--- src/hw/rtl/lxgcd_pkg.sv ---
package lxgcd_pkg;

    localparam int WORD_BITS_DEF = 128;
    localparam int LEAD_BITS_DEF = 63;
    localparam int HALF_BITS     = 64;
    localparam int HI_BITS       = 63;
    localparam int IN_BITS       = HI_BITS + HALF_BITS;
    localparam int COEF_BITS     = 64;

    typedef logic [HALF_BITS-1:0] t_half;
    typedef logic [COEF_BITS-1:0] t_coef;

endpackage

--- src/hw/rtl/lxgcd_div.sv ---
// Restoring divider, one quotient bit per cycle. Alongside the division it
// builds q*i_q and q*i_s by Horner accumulation and returns i_p - q*i_q and
// i_r - q*i_s, all modulo 2^W.
module lxgcd_div import lxgcd_pkg::*; #(
    parameter int W = WORD_BITS_DEF
) (
    input  logic                 i_clk,
    input  logic                 i_rst_n,
    input  logic                 i_go,
    input  logic [$clog2(W)-1:0] i_top,
    input  logic [W-1:0]         i_a,
    input  logic [W-1:0]         i_d,
    input  logic [W-1:0]         i_p,
    input  logic [W-1:0]         i_q,
    input  logic [W-1:0]         i_r,
    input  logic [W-1:0]         i_s,
    output logic                 o_done,
    output logic [W-1:0]         o_rem,
    output logic [W-1:0]         o_p,
    output logic [W-1:0]         o_r
);

    localparam int IW = $clog2(W);

    logic          r_busy;
    logic          r_done;
    logic [IW-1:0] r_cnt;
    logic [W-1:0]  r_a, r_d, r_p, r_q, r_r, r_s, r_rem, r_pq, r_ps;
    logic [W:0]    sh;
    logic          ge;

    assign sh = {r_rem, r_a[r_cnt]};
    assign ge = (sh >= {1'b0, r_d});

    always_ff @(posedge i_clk) begin
        if (!i_rst_n) begin
            r_busy <= 1'b0;
            r_done <= 1'b0;
        end else begin
            r_done <= 1'b0;
            if (i_go) begin
                r_busy <= 1'b1;
                r_cnt  <= i_top;
                r_a    <= i_a;
                r_d    <= i_d;
                r_p    <= i_p;
                r_q    <= i_q;
                r_r    <= i_r;
                r_s    <= i_s;
                r_rem  <= '0;
                r_pq   <= '0;
                r_ps   <= '0;
            end else if (r_busy) begin
                r_rem <= ge ? W'(sh - {1'b0, r_d}) : W'(sh);
                r_pq  <= (r_pq << 1) + (ge ? r_q : '0);
                r_ps  <= (r_ps << 1) + (ge ? r_s : '0);
                if (r_cnt == '0) begin
                    r_busy <= 1'b0;
                    r_done <= 1'b1;
                end else begin
                    r_cnt <= r_cnt - 1'b1;
                end
            end
        end
    end

    assign o_done = r_done;
    assign o_rem  = r_rem;
    assign o_p    = r_p - r_pq;
    assign o_r    = r_r - r_ps;

endmodule

--- config.mk ---
export PLATFORM = sky130hd
export DESIGN_NAME = lxgcd_div
export DESIGN_NICKNAME = d
export VERILOG_FILES = /design/src/hw/rtl/lxgcd_pkg.sv /design/src/hw/rtl/lxgcd_div.sv
export SDC_FILE = /design/constraint.sdc
export NUM_CORES = 2
export LEC_CHECK = 0
export CAP_MARGIN = 20
export CORE_MARGIN = 8
export CORE_UTILIZATION = 32
export DETAILED_ROUTE_END_ITERATION = 12
export DONT_BUFFER_PORTS = 1
export PLACE_DENSITY = 0.55
export SETUP_SLACK_MARGIN = 0.15
export SYNTH_ARGS = -nofsm -noshare
export SYNTH_HDL_FRONTEND = slang
export SYNTH_SLANG_ARGS = --single-unit
--- constraint.sdc ---
create_clock -name i_clk -period 37.1 [get_ports i_clk]
set_input_delay 3.71 -clock i_clk [delete_from_list [all_inputs] [get_ports i_clk]]
set_output_delay 3.71 -clock i_clk [all_outputs]
set_load 0.05 [all_outputs]
-- Yosys cells after proc, flatten, opt, wreduce, memory -nomap -nowiden
Cells that the tools add are included.
- eq/ne operators: 1
- add/sub/neg operators: 6
- reduce and logical (&&, ||, !) cells: 6
- muxes and demuxes: 15
- bitwise gates (word level): 2
- order comparisons: 2
- operators with widths (operator ; count):
    $mux 128 ; 6
    $sub 128x128->128 ; 3
    $add 128x128->128 ; 2
    $ge 129x128->1 ; 1
    $mux 7 ; 3
    $lt 7x8->1 const B ; 1
    $bmux 1 s7 ; 1
    $logic_not 7->1 ; 1
    $sub 7x1->7 const B ; 1
    $mux 1 ; 5
    $reduce_and 2->1 ; 2
    $reduce_and 3->1 ; 1
    $reduce_or 3->1 ; 1
    $ne 2x2->1 const B ; 1
    $not 1->1 ; 2
    $reduce_bool 2->1 ; 1
- bits in registers: 1161
- output and inout port bits: 385
- bits of input ports: 778

-- Depth between registers and ports, before layout
- word-level depth: 6
- depth in mapped cells: 39

-- Least setup slack after synthesis
No wires, ideal clock.
- kind: in2reg
- start point: input i_go
- end point: register r_cnt[0] (enable)
- stages on the path: 3
- setup slack: 13.951 ns
- setup time: 0.337 ns
- buffers on the path: 1
- arrival time: 22.812 ns
- cells stage by stage: clkbuf_1 -> and2_1 -> o21a_1
- longest elaborated chain between the ends: 2
- elaborated cells between the ends (all ways): 3
- those cells by class: eq/ne: 1; reduce/logical: 2
- ends and longest elaborated chain (item ; line ; RTL):
    start: declaration ; lxgcd_div.sv:9 ; input logic i_go,
    $ne 2x2->1 (no source line) / $reduce_bool 2->1 (equally long branches) ; - ;
    $reduce_and 3->1 (no source line) (*) ; - ;
    end signal: assignment ; lxgcd_div.sv:43 ; r_cnt <= i_top;
    end signal: assignment ; lxgcd_div.sv:61 ; r_cnt <= r_cnt - 1'b1;
    end: declaration ; lxgcd_div.sv:27 ; logic [IW-1:0] r_cnt;
Every way passes the cells marked *; elsewhere a longest branch is shown, timed or not.
A chain may end at the register's enable or synchronous reset.

-- Worst setup path after layout
- start point: register r_cnt[0]
- end point: register r_ps[123] (data pin)
- longest elaborated chain between the ends: 6
- ends and longest elaborated chain (item ; line ; RTL):
    $bmux 1 s7 ; lxgcd_div.sv:32 ; assign sh = {r_rem, r_a[r_cnt]};
    $mux 1 (implied by the code) ; lxgcd_div.sv:32 ;
    $ge 129x128->1 ; lxgcd_div.sv:33 ; assign ge = (sh >= {1'b0, r_d});
    $mux 128 ; lxgcd_div.sv:56 ; r_ps <= (r_ps << 1) + (ge ? r_s : '0);
    $add 128x128->128 ; lxgcd_div.sv:56 ;
    $mux 128 ; lxgcd_div.sv:53 ; end else if (r_busy) begin
    end signal: assignment ; lxgcd_div.sv:56 ;
    end: declaration ; lxgcd_div.sv:28 ; logic [W-1:0] r_a, r_d, r_p, r_q, r_r, r_s, r_rem, r_pq, r_ps;
No other way between the ends. The select of a mux whose other input is x is not followed.

==> results by group <==
Cells and area
  – Layout cells sized above 1: approximately 6.5%
  – Final net count: about 10,000
  – Core Util, Final: 35.96%
  – Layout area overhead: 12.03%

Synthesis
  – Post-synth cell types: slightly below 100
  – Seq/Total Area, Yosys: around 43%
  – Top FF cell, synth: edfxtp_1
  – EDFF count, synth: 1,159
  – Yosys top cell area share: approximately 43%
  – Top-count cell post-synth: edfxtp_1
  – Area contributors post-synth: edfxtp_1, ha_1, a21oi_1
  – Syn_area_per_cell: around 9.4 sq um
  – Post-synth ARST share: 0%
  – Synth warnings: 0
  – Syn_nets: ~10,000
  – Largest area contributor in the netlist: edfxtp_1
  – Post-Syn Area: around 0.081 sq mm
  – #FFs+latches synth: between 1,000 and 1,500
  – Synth top cells by count: edfxtp_1, a21oi_1, nor2_1, nand2_1, ha_1
  – Post-Synthesis Cells: 8,642

Setup path
  – Crit path from: r_cnt[0]
  – CP max FO: 86
  – Setup Crit Path Kind: flip-flop to flip-flop
  – Critical Path Max Stage Delay: about 0.89 ns
  – Slowest-stage cell, CP: a2111oi_1
  – Worst path required time: 37.58 ns
  – Worst setup EP type: flip-flop
  – Worst r2r src: r_cnt[0]
  – Startpoint types: flip-flop
  – Crit path arrival time: ~12 ns

Power
  – Logic pwr share: between 40% and 50%
  – Internal: about 3.3 mW
  – Net switching power: 2.427 mW
  – Leakage Power: about 36 nW
  – Switching Fraction: between 40% and 50%
  – VDD IR max: around 45 uV
  – Clock share of power: a little over a quarter
  – Pwr Density: approximately 63 mW/mm^2
  – Sequential Power Share: 30.8%

Global routing
  – Initial antenna violation count: about 150
  – Total grt overflow: 0
  – Number of global-route vias before repair: 65,722
  – Global-route wire length before repair: roughly 460 mm
  – Largest net degree at the start of global routing: 378
  – GRT Total Usage: about 23%

STA
  – Final setup viols: 0
  – Minimum clock period after layout: 12.00 ns
  – Final worst slack: 25.10 ns
  – Final Cycle Share: about 32%
  – RSZ-0062 raised after global routing: false
  – Clk_skew: 0.08416 ns
  – Final setup TNS: 0 ns
  – Final Hold Viols: 0
  – Slew HR: -25.24%
  – Max Freq: around 83 MHz
  – Count of pins over their slew limit: between 100 and 150
  – Worst-Margin Slew: around 1.9 ns

Routing
  – Post-route ant nets: 0
  – DR vias: around 68,000
  – Total Routed Length: 326.5 mm
  – Per-cell routed wire length: about 27 microns
  – # DRC: 0
  – Vias per cell: roughly 5.6
  – Initial DRC Count: just over 6,000
  – Pre-antenna DRT Iters: 6

Clock network
  – Clk slew on worst S/H paths: 0.07 ns
  – CTS Buffer Depth: 4
  – Post-CTS setup buffers: 0
  – Clk Latency, worst-skew pair: around 0.84 ns
  – Clock sink count: 1,161
  – H-tree depth: 4
  – PostCTS Resize Cnt: 0
  – CTS tree: yes
  – Post-CTS Hold Fix Bufs: 0
  – Num CTS Buffers: 157
  – Clock root buffer: clkbuf_16

Floorplanning
  – IO Count: about 1,200
  – Die area: between 0.2 and 0.3 sq mm
  – Die width: roughly 520 microns
  – Vert. Die Dim: between 500 and 600 microns
  – Core ar.: around 0.25 sq mm
  – Initial Util: between 30% and 40%
  – FP Rows: around 190

Run status
  – Failing checks: slew limit
  – Outcome: complete, but fails checks

Place
  – Post-place setup slack: approximately 25 ns
  – Port Buf Inserts: 0
  – GPL Wtd Cong: a little under 1
  – Placed wire-length estimate: between 200 and 300 mm

Run
  – Max-cap violation count: 0

Hold path
  – Worst hold path startpoint: r_busy
  – Worst Hold Class: flip-flop to flip-flop
==> area by class of cell <==
class                      count  area, sq um
fill                       25661       162300
multi-input combinational   6478        42960
sequential                  1161        34840
tap                         3366         4212
clock buffer                 173         4053
inverter                     598         2245
timing repair buffer         185         1484
clock inverter               100         1152
antenna                       78        195.2
==> cells in the final DEF (no fill, tap or decap), types with 120 or more instances in the layout <==
cell       count
a21o_1       354
a21oi_1     1010
and2_1       287
buf_4        168
clkbuf_16    160
edfxtp_1    1159
ha_1         636
inv_1        597
nand2_1      644
nand4_1      279
nor2_1       859
nor3_1       120
o21ai_0      412
o21bai_1     204
xnor2_1      365
xor2_1       221
==> per-stage QoR <==
stage | hold WS, ns | power, mW | area [sq um] | cells
after floorplan | 0.4145 | 3.486 | 81350 | 8642
after global placement | 0.4368 | 4.143 | 85600 | 11771
after detailed placement | 0.4515 | 4.152 | 85710 | 11785
after CTS | 0.4593 | 5.740 | 90920 | 12058
after global routing | 0.4747 | 5.989 | 91050 | 12102
final | 0.4616 | 5.715 | 91140 | 12139
==> power by group through the flow <==
stage	registers, mW	clock network (mW)	logic, mW
finish	1.76	1.56	2.40
global route	1.77	1.64	2.58
CTS	1.76	1.60	2.38
detailed placement	1.79	0	2.37
global placement	1.79	0	2.36
floorplan	1.75	0	1.73
==> metal layers <==
| layer | vias to the layer above | share of wire (%) | track usage, % |
|---|---|---|---|
| met2 | 2867 | 46 | 37.33 |
| met3 | 616 | 8.5 | 6.493 |
| met4 | 34 | 4.3 | 9.260 |
| met5 | - | 0.064 | 0 |
| met1 | 32905 | 41 | 28.26 |
| li1 | 31375 | - | - |
==> path summary, 6_finish.rpt <==
path / to / slack, ns / cells past startpoint
worst max-delay path: r_ps[123] / 25.10 / 37
worst min-delay path: o_done / 0.46 / 2
worst max register to register: r_ps[123] / 25.10 / 37
worst min register to register: o_done / 0.46 / 2
==> logic make-up (layout without fill, tap and decap cells) <==
| group | Yosys count | after routing | synth area share (%) |
|---|---|---|---|
| xor gates and xnor gates | 616 | 616 | 6.632 |
| adders and majority gates | 641 | 641 | 9.904 |
| and+or+nand+nor | 2586 | 2586 | 15.08 |
| muxes | 57 | 57 | 1.332 |
| AOI/OAI and AO/OA | 2578 | 2578 | 19.56 |
| buffers and inverters | 1003 | 1056 | 4.666 |
| other | 0 | 78 | 0 |
| DFF | 1161 | 1161 | 42.83 |
==> worst max-delay path: cells and delay by family, from the launching register on <==
kind | cells | cell delay (ns)
AO/OA/AOI/OAI | 22 | 7.12
XOR/XNOR | 1 | 0.16
adder cells (fa/ha/maj) | 3 | 0.68
buffers and inverters | 2 | 1.23
flip-flops | 1 | 0.67
multiplexers | 2 | 0.54
AND/OR/NAND/NOR | 7 | 1.17
No activity file was read; power rests on OpenSTA's default activity.
