File: src/hw/rtl/lxgcd_pkg.sv
package lxgcd_pkg;

    localparam int WORD_BITS_DEF = 128;
    localparam int LEAD_BITS_DEF = 63;
    localparam int HALF_BITS     = 64;
    localparam int HI_BITS       = 63;
    localparam int IN_BITS       = HI_BITS + HALF_BITS;
    localparam int COEF_BITS     = 64;

    typedef logic [HALF_BITS-1:0] t_half;
    typedef logic [COEF_BITS-1:0] t_coef;

endpackage

File: src/hw/rtl/lxgcd_mac.sv
// Serial multiply-accumulate: o_acc = i_ca*i_a + i_cb*i_b modulo 2^W, with
// signed 64-bit coefficients, one coefficient bit per cycle.
module lxgcd_mac import lxgcd_pkg::*; #(
    parameter int W = WORD_BITS_DEF
) (
    input  logic         i_clk,
    input  logic         i_rst_n,
    input  logic         i_go,
    input  logic [W-1:0] i_a,
    input  logic [W-1:0] i_b,
    input  t_coef        i_ca,
    input  t_coef        i_cb,
    output logic         o_done,
    output logic [W-1:0] o_acc
);

    localparam int CW = $clog2(COEF_BITS);

    logic          r_busy;
    logic          r_done;
    logic [CW-1:0] r_cnt;
    logic [W-1:0]  r_ta, r_tb, r_acc;
    t_coef         r_ma, r_mb;

    always_ff @(posedge i_clk) begin
        if (!i_rst_n) begin
            r_busy <= 1'b0;
            r_done <= 1'b0;
        end else begin
            r_done <= 1'b0;
            if (i_go) begin
                // Fold each coefficient's sign into its operand.
                r_busy <= 1'b1;
                r_cnt  <= CW'(COEF_BITS - 1);
                r_ta   <= i_ca[COEF_BITS-1] ? W'(-i_a) : i_a;
                r_tb   <= i_cb[COEF_BITS-1] ? W'(-i_b) : i_b;
                r_ma   <= i_ca[COEF_BITS-1] ? t_coef'(-i_ca) : i_ca;
                r_mb   <= i_cb[COEF_BITS-1] ? t_coef'(-i_cb) : i_cb;
                r_acc  <= '0;
            end else if (r_busy) begin
                r_acc <= (r_acc << 1) + (r_ma[COEF_BITS-1] ? r_ta : '0)
                       + (r_mb[COEF_BITS-1] ? r_tb : '0);
                r_ma  <= r_ma << 1;
                r_mb  <= r_mb << 1;
                if (r_cnt == '0) begin
                    r_busy <= 1'b0;
                    r_done <= 1'b1;
                end else begin
                    r_cnt <= r_cnt - 1'b1;
                end
            end
        end
    end

    assign o_done = r_done;
    assign o_acc  = r_acc;

endmodule

File: config.mk
export PLATFORM = sky130hd
export DESIGN_NAME = lxgcd_mac
export DESIGN_NICKNAME = d
export VERILOG_FILES = /design/src/hw/rtl/lxgcd_pkg.sv /design/src/hw/rtl/lxgcd_mac.sv
export SDC_FILE = /design/constraint.sdc
export NUM_CORES = 2
export LEC_CHECK = 0
export BUFFER_PORTS_ARGS = -buffer_cell sky130_fd_sc_hd__buf_2
export CORE_UTILIZATION = 55
export CTS_BUF_LIST = sky130_fd_sc_hd__clkbuf_8
export CTS_CLUSTER_SIZE = 20
export DETAILED_ROUTE_END_ITERATION = 12
export GPL_TIMING_DRIVEN = 0
export PLACE_DENSITY = 0.77
export SLEW_MARGIN = 40
export SYNTH_ARGS = -nofsm -noshare
export SYNTH_HDL_FRONTEND = slang
export SYNTH_SLANG_ARGS = --single-unit
File: constraint.sdc
create_clock -name i_clk -period 12.98 [get_ports i_clk]
set_input_delay 0 -clock i_clk [delete_from_list [all_inputs] [get_ports i_clk]]
set_output_delay 0 -clock i_clk [all_outputs]
set_load 0.02 [all_outputs]
# Yosys cells after proc, flatten, opt, wreduce, memory -nomap -nowiden
# Cells that the tools add are included.
# op_classes
addsub	7
n_reduce_logical	6
n_eq_ne	1
n_bitwise	2
n_mux	17
# op_table
operator	count
128-bit two-way mux	5
64-bit two-way mux	6
128-bit adder	2
128-bit negation	2
64-bit negation	2
6-bit two-way mux	2
6-bit zero test	1
6-bit by 1-bit subtractor with 6-bit output (second input constant)	1
1-bit two-way mux	4
2-bit AND reduction	2
3-bit AND reduction	1
3-bit OR reduction	1
2-bit != test (second input constant)	1
1-bit inverter	2
2-bit nonzero test	1
# totals
out_inout_bits	129
regBits	520
input_bits	387

# Logic depth before layout (Yosys ltp)
# depth
ltp_word	4
mapped_depth	18

# Least setup slack after synthesis
# OpenSTA, ideal clock, no wires.
# synth_path
kind	input port to flip-flop
startpoint	in i_go
endpoint	reg r_cnt[0] (enable)
t_required_ns	12.655
setup_ns	0.325
t_arrival_ns	7.126
slack_ns	5.530
stages	4
cell_sequence	clkbuf_1 -> clkbuf_1 -> and2_1 -> o21a_1
# synth_via
elab_chain_cells	2
# synth_lines
item	line	rtl
start, declared	lxgcd_mac.sv:8	input logic i_go,
2-bit != test (no source line) or 2-bit nonzero test (tied branches)	--	
3-bit AND reduction (no source line) (*)	--	
end signal, assigned	lxgcd_mac.sv:34	r_cnt <= CW'(COEF_BITS - 1);
end signal, assigned	lxgcd_mac.sv:49	r_cnt <= r_cnt - 1'b1;
end, declared	lxgcd_mac.sv:21	logic [CW-1:0] r_cnt;
# Every way passes the cells marked *; elsewhere a longest branch is shown, timed or not.
# A chain may end at the register's enable or synchronous reset.

# Final worst setup path
# layout_path
startpoint	reg r_mb[63]
endpoint	reg r_acc[122], in the netlist o_acc[122] (data pin)
# layout_via
elab_chain_cells	3
# layout_lines
item	line	rtl
start, declared	lxgcd_mac.sv:23	t_coef r_ma, r_mb;
start signal, assigned	lxgcd_mac.sv:38	r_mb <= i_cb[COEF_BITS-1] ? t_coef'(-i_cb) : i_cb;
start signal, assigned	lxgcd_mac.sv:44	r_mb <= r_mb << 1;
128-bit two-way mux	lxgcd_mac.sv:42	+ (r_mb[COEF_BITS-1] ? r_tb : '0);
128-bit adder	lxgcd_mac.sv:42	
128-bit two-way mux	lxgcd_mac.sv:40	end else if (r_busy) begin
end signal, assigned	lxgcd_mac.sv:41	r_acc <= (r_acc << 1) + (r_ma[COEF_BITS-1] ? r_ta : '0)
end, declared	lxgcd_mac.sv:22	logic [W-1:0] r_ta, r_tb, r_acc;
# No other way between the ends. The select of a mux whose other input is x is not followed.

==> results.ini <==
[timing]
timing.final.crit_share = 0.5372
setup_tns_ns = 0
max_freq_mhz = 143.4
fin_skew_ns = 0.04777
worstMarginPinSlew_ns = 0.9449
slew_violations = 0
rsz0062_at_grt = false
slew_headroom = 0.3694
holdWs_ns = 0.08553
hold_viol = 0
fin_crit_ns = 6.973
setup_viol = 0

[die]
die-height_um = 266.7
pin_count = 516
dieArea_um2 = 71120
fp.dieW_um = 266.7
initial_core_util = 0.5588
rows = 96
core_um2 = 68950

[clock_network]
cts.sinks = 520
cts_setup_buffers = 0
clock_latency_ns = 0.74
htree_levels = 3
cts_tree = built
clock_path_buffers = 3
clkTransAtPathRegs_ns = 0.06
cts_root_buffer = clkbuf_8
cts_buffers = 94
cts_resized = 0

[synthesis]
syn_inst = 3897
async_reset_ff_frac = 0
synth_edf_count = 518
avgSynthCellArea_um2 = 9.887
synth_area_um2 = 38530
yosysSeqAreaShare = 0.4048
synth_warnings = 0
synth_ff_type = edfxtp_1
ys_ff_latch = 520
synthesis.nets = 4544
ys_types = 86

[route]
vias = 38330
first_pass_iters = 7
vias_per_cell = 6.197
drt_iter0_drc = 4164
wl_um = 157600
post_drt_wl_per_cell_um = 25.49
drc = 0
drtAntennaViolNets = 0

[pwr]
p_sw_mw = 2.459
p_total_mw = 6.310
pwr-share-comb = 0.404
ir_drop_mv = 0.08553
netSwitchingFraction = 0.3897
power.density_nw_per_um2 = 124.2
p_leak_nw = 19.60
p_int_mw = 3.851
power_frac_clock = 0.245
seqPwrFrac = 0.351

[global_route]
antenna_found_initial = 29
globalRouteTotalUtil = 0.4359
grt_max_degree = 45
grt_pass1_vias = 37860
grt_pass1_wl_um = 230200
gr-total-overflow = 0

[cells_and_area]
syn2layout_area_growth_pct = 31.87
layout-drive-gt1-share = 0.1537
finalNetCount = 5800

[critical_path]
start_kind = flip-flop
critPathKind = flip-flop to flip-flop
reg2regPathDepth = 18
reg2reg_from = r_mb[63]$_DFFE_PP_
critPathMaxFanout = 10
crit_arrival_ns = 7.45
r2r_end = o_acc[122]$_SDFFCE_PP0P_
worstSetupEndpointType = flip-flop
reg2reg_setup_slack_ns = 6.01
worstPathRequired_ns = 13.46

[place]
io_buffer_count = 514
dp_hpwl_um = 114900
gp_congestion = 1.029

[min_path]
hold_depth = 2
hold_start = i_b[0]
hold_class = input pin to flip-flop
min_to = r_tb[0]$_DFFE_PP_

[job]
max-cap-violations = 0

[status]
status = finished, final reports clean

-- routing by layer --
layer  vias up  routed length [µm]  track usage  part of all wire
li1      16740                   -            -                 -
met2      2698               70430       0.6844              0.45
met1     18190               57750       0.5395              0.37
met3       689               17320      0.09696              0.11
met4        14               12050       0.2916             0.076
met5         -                  88            0           0.00056
-- state kept, by name (all words and copies together) (netlist names) --
| name | flops |
|---|---|
| r_busy | 1 |
| r_mb | 64 |
| o_done | 1 |
| r_ma | 64 |
| o_acc | 128 |
| r_cnt | 6 |
| r_tb | 128 |
| r_ta | 128 |
-- worst max-delay path, stage by stage, from the launching register on --
cell and delay (ns):
edfxtp_1 0.39, clkbuf_1 0.39, buf_6 0.22, clkbuf_1 0.32, and2_1 0.23, fa_1 0.45
ha_1 0.33, clkbuf_1 0.30, nand2_1 0.19, or4_1 0.59, or4b_2 0.70, nand3b_1 0.14
o21bai_1 0.13, a2111oi_1 0.63, a21oi_2 0.34, o31ai_1 0.51, a21oi_1 0.22, o21ai_0 0.26
mux2_2 0.37
-- per-stage QoR --
stage	util	worst slack (ns)	cell area, µm²	instances
2_1_floorplan	-	5.530	38530	3897
3_3_place_gp	0.6130	2.086	42270	5342
3_5_place_dp	0.6194	6.017	42700	5361
4_1_cts	0.7357	6.024	50720	6156
5_1_grt	0.7365	5.808	50780	6173
6_report	0.7370	6.007	50810	6185
-- area by class of cell --
cell class / instances / area, µm²
Antenna cell: 28 / 70.07
Buffer: 189 / 749.5
Clock buffer: 94 / 1294
Clock inverter: 75 / 461.7
Fill cell: 4946 / 18140
Inverter: 64 / 240.2
Multi-Input combinational cell: 3124 / 22050
Sequential cell: 520 / 15600
Tap cell: 931 / 1165
Timing Repair Buffer: 1160 / 9185
-- cell usage after synthesis, types with 6 or more instances --
library cell  number  area share
a211oi_1           7      0.0014
a21boi_0          10      0.0019
a21o_1            75       0.015
a21oi_1          316       0.041
a31oi_1           17      0.0028
and2_1           261       0.042
and3_1            10      0.0016
buf_1              6     0.00058
clkbuf_1         180       0.018
edfxtp_1         518        0.40
fa_1             127       0.066
ha_1             133       0.043
inv_1             64      0.0062
mux2_2            29      0.0085
nand2_1          265       0.026
nand2b_1          40      0.0065
nand3_1           59      0.0077
nand3b_1           7      0.0014
nand4_1           67       0.011
nor2_1           370       0.036
nor2b_1           23      0.0037
nor3_1            72      0.0094
nor4_1            31      0.0050
o211ai_1           7      0.0014
o21a_1            21      0.0041
o21ai_0          225       0.029
o21bai_1          39      0.0076
o221ai_1           8      0.0018
o31ai_1          110       0.021
o41ai_1           60       0.014
or2_2             43      0.0070
or3_1             60      0.0097
or4_1             47      0.0092
xnor2_1          327       0.074
xor2_1           163       0.037
-- worst max-delay path by stage --
| stage | from | slack (ns) | endpoint |
|---|---|---|---|
| after global routing | r_mb[63]$_DFFE_PP_ | 5.81 | o_acc[122]$_SDFFCE_PP0P_ |
| after detailed placement | r_mb[63]$_DFFE_PP_ | 6.02 | o_acc[122]$_SDFFCE_PP0P_ |
| final | r_mb[63]$_DFFE_PP_ | 6.01 | o_acc[122]$_SDFFCE_PP0P_ |
| after CTS | r_mb[63]$_DFFE_PP_ | 6.02 | o_acc[122]$_SDFFCE_PP0P_ |
| after global placement | i_go | 2.09 | r_cnt[4]$_SDFFCE_PP1P_ |
| after floorplan | i_go | 5.53 | r_cnt[0]$_SDFFCE_PP1P_ |
-- repair_timing --
action	4_1_cts	5_1_grt
hold buffers	626	0
endpoints found under the setup margin	0	0
endpoints found under the hold margin	497	0
-- power by group through the flow --
stage          Combinational (mW)  Clock, mW  Sequential [mW]
2_1_floorplan                1.44          0             2.30
4_1_cts                      2.46       1.53             2.21
3_3_place_gp                 2.21          0             2.27
3_5_place_dp                 2.24          0             2.24
6_report                     2.55       1.55             2.21
5_1_grt                      2.74       1.60             2.22
-- cell families after synthesis --
logic type | after synthesis | share of synthesized area
DFF | 520 | 0.4048
adders and majority gates | 260 | 0.1092
muxes | 31 | 0.008995
and+or+nand+nor | 1400 | 0.1882
buffers and inverters | 253 | 0.02491
AOI/OAI and AO/OA | 943 | 0.1526
xor gates and xnor gates | 490 | 0.1114
-- placed cells by master (no fill, tap or decap), types with 60 or more instances in the layout --
cell type and instances:
a21o_1 75, nor2_1 369, xnor2_1 327, clkbuf_8 94, ha_1 133, xor2_1 163, nor3_1 71, edfxtp_1 518
dlygate4sd3_1 626, o21ai_0 225, nand4_1 67, clkbuf_1 157, nand2_1 265, inv_1 89, o31ai_1 107, or3_1 60
a21oi_1 315, buf_2 518, fa_1 127, and2_1 260
No activity file was read; power rests on OpenSTA's default activity.
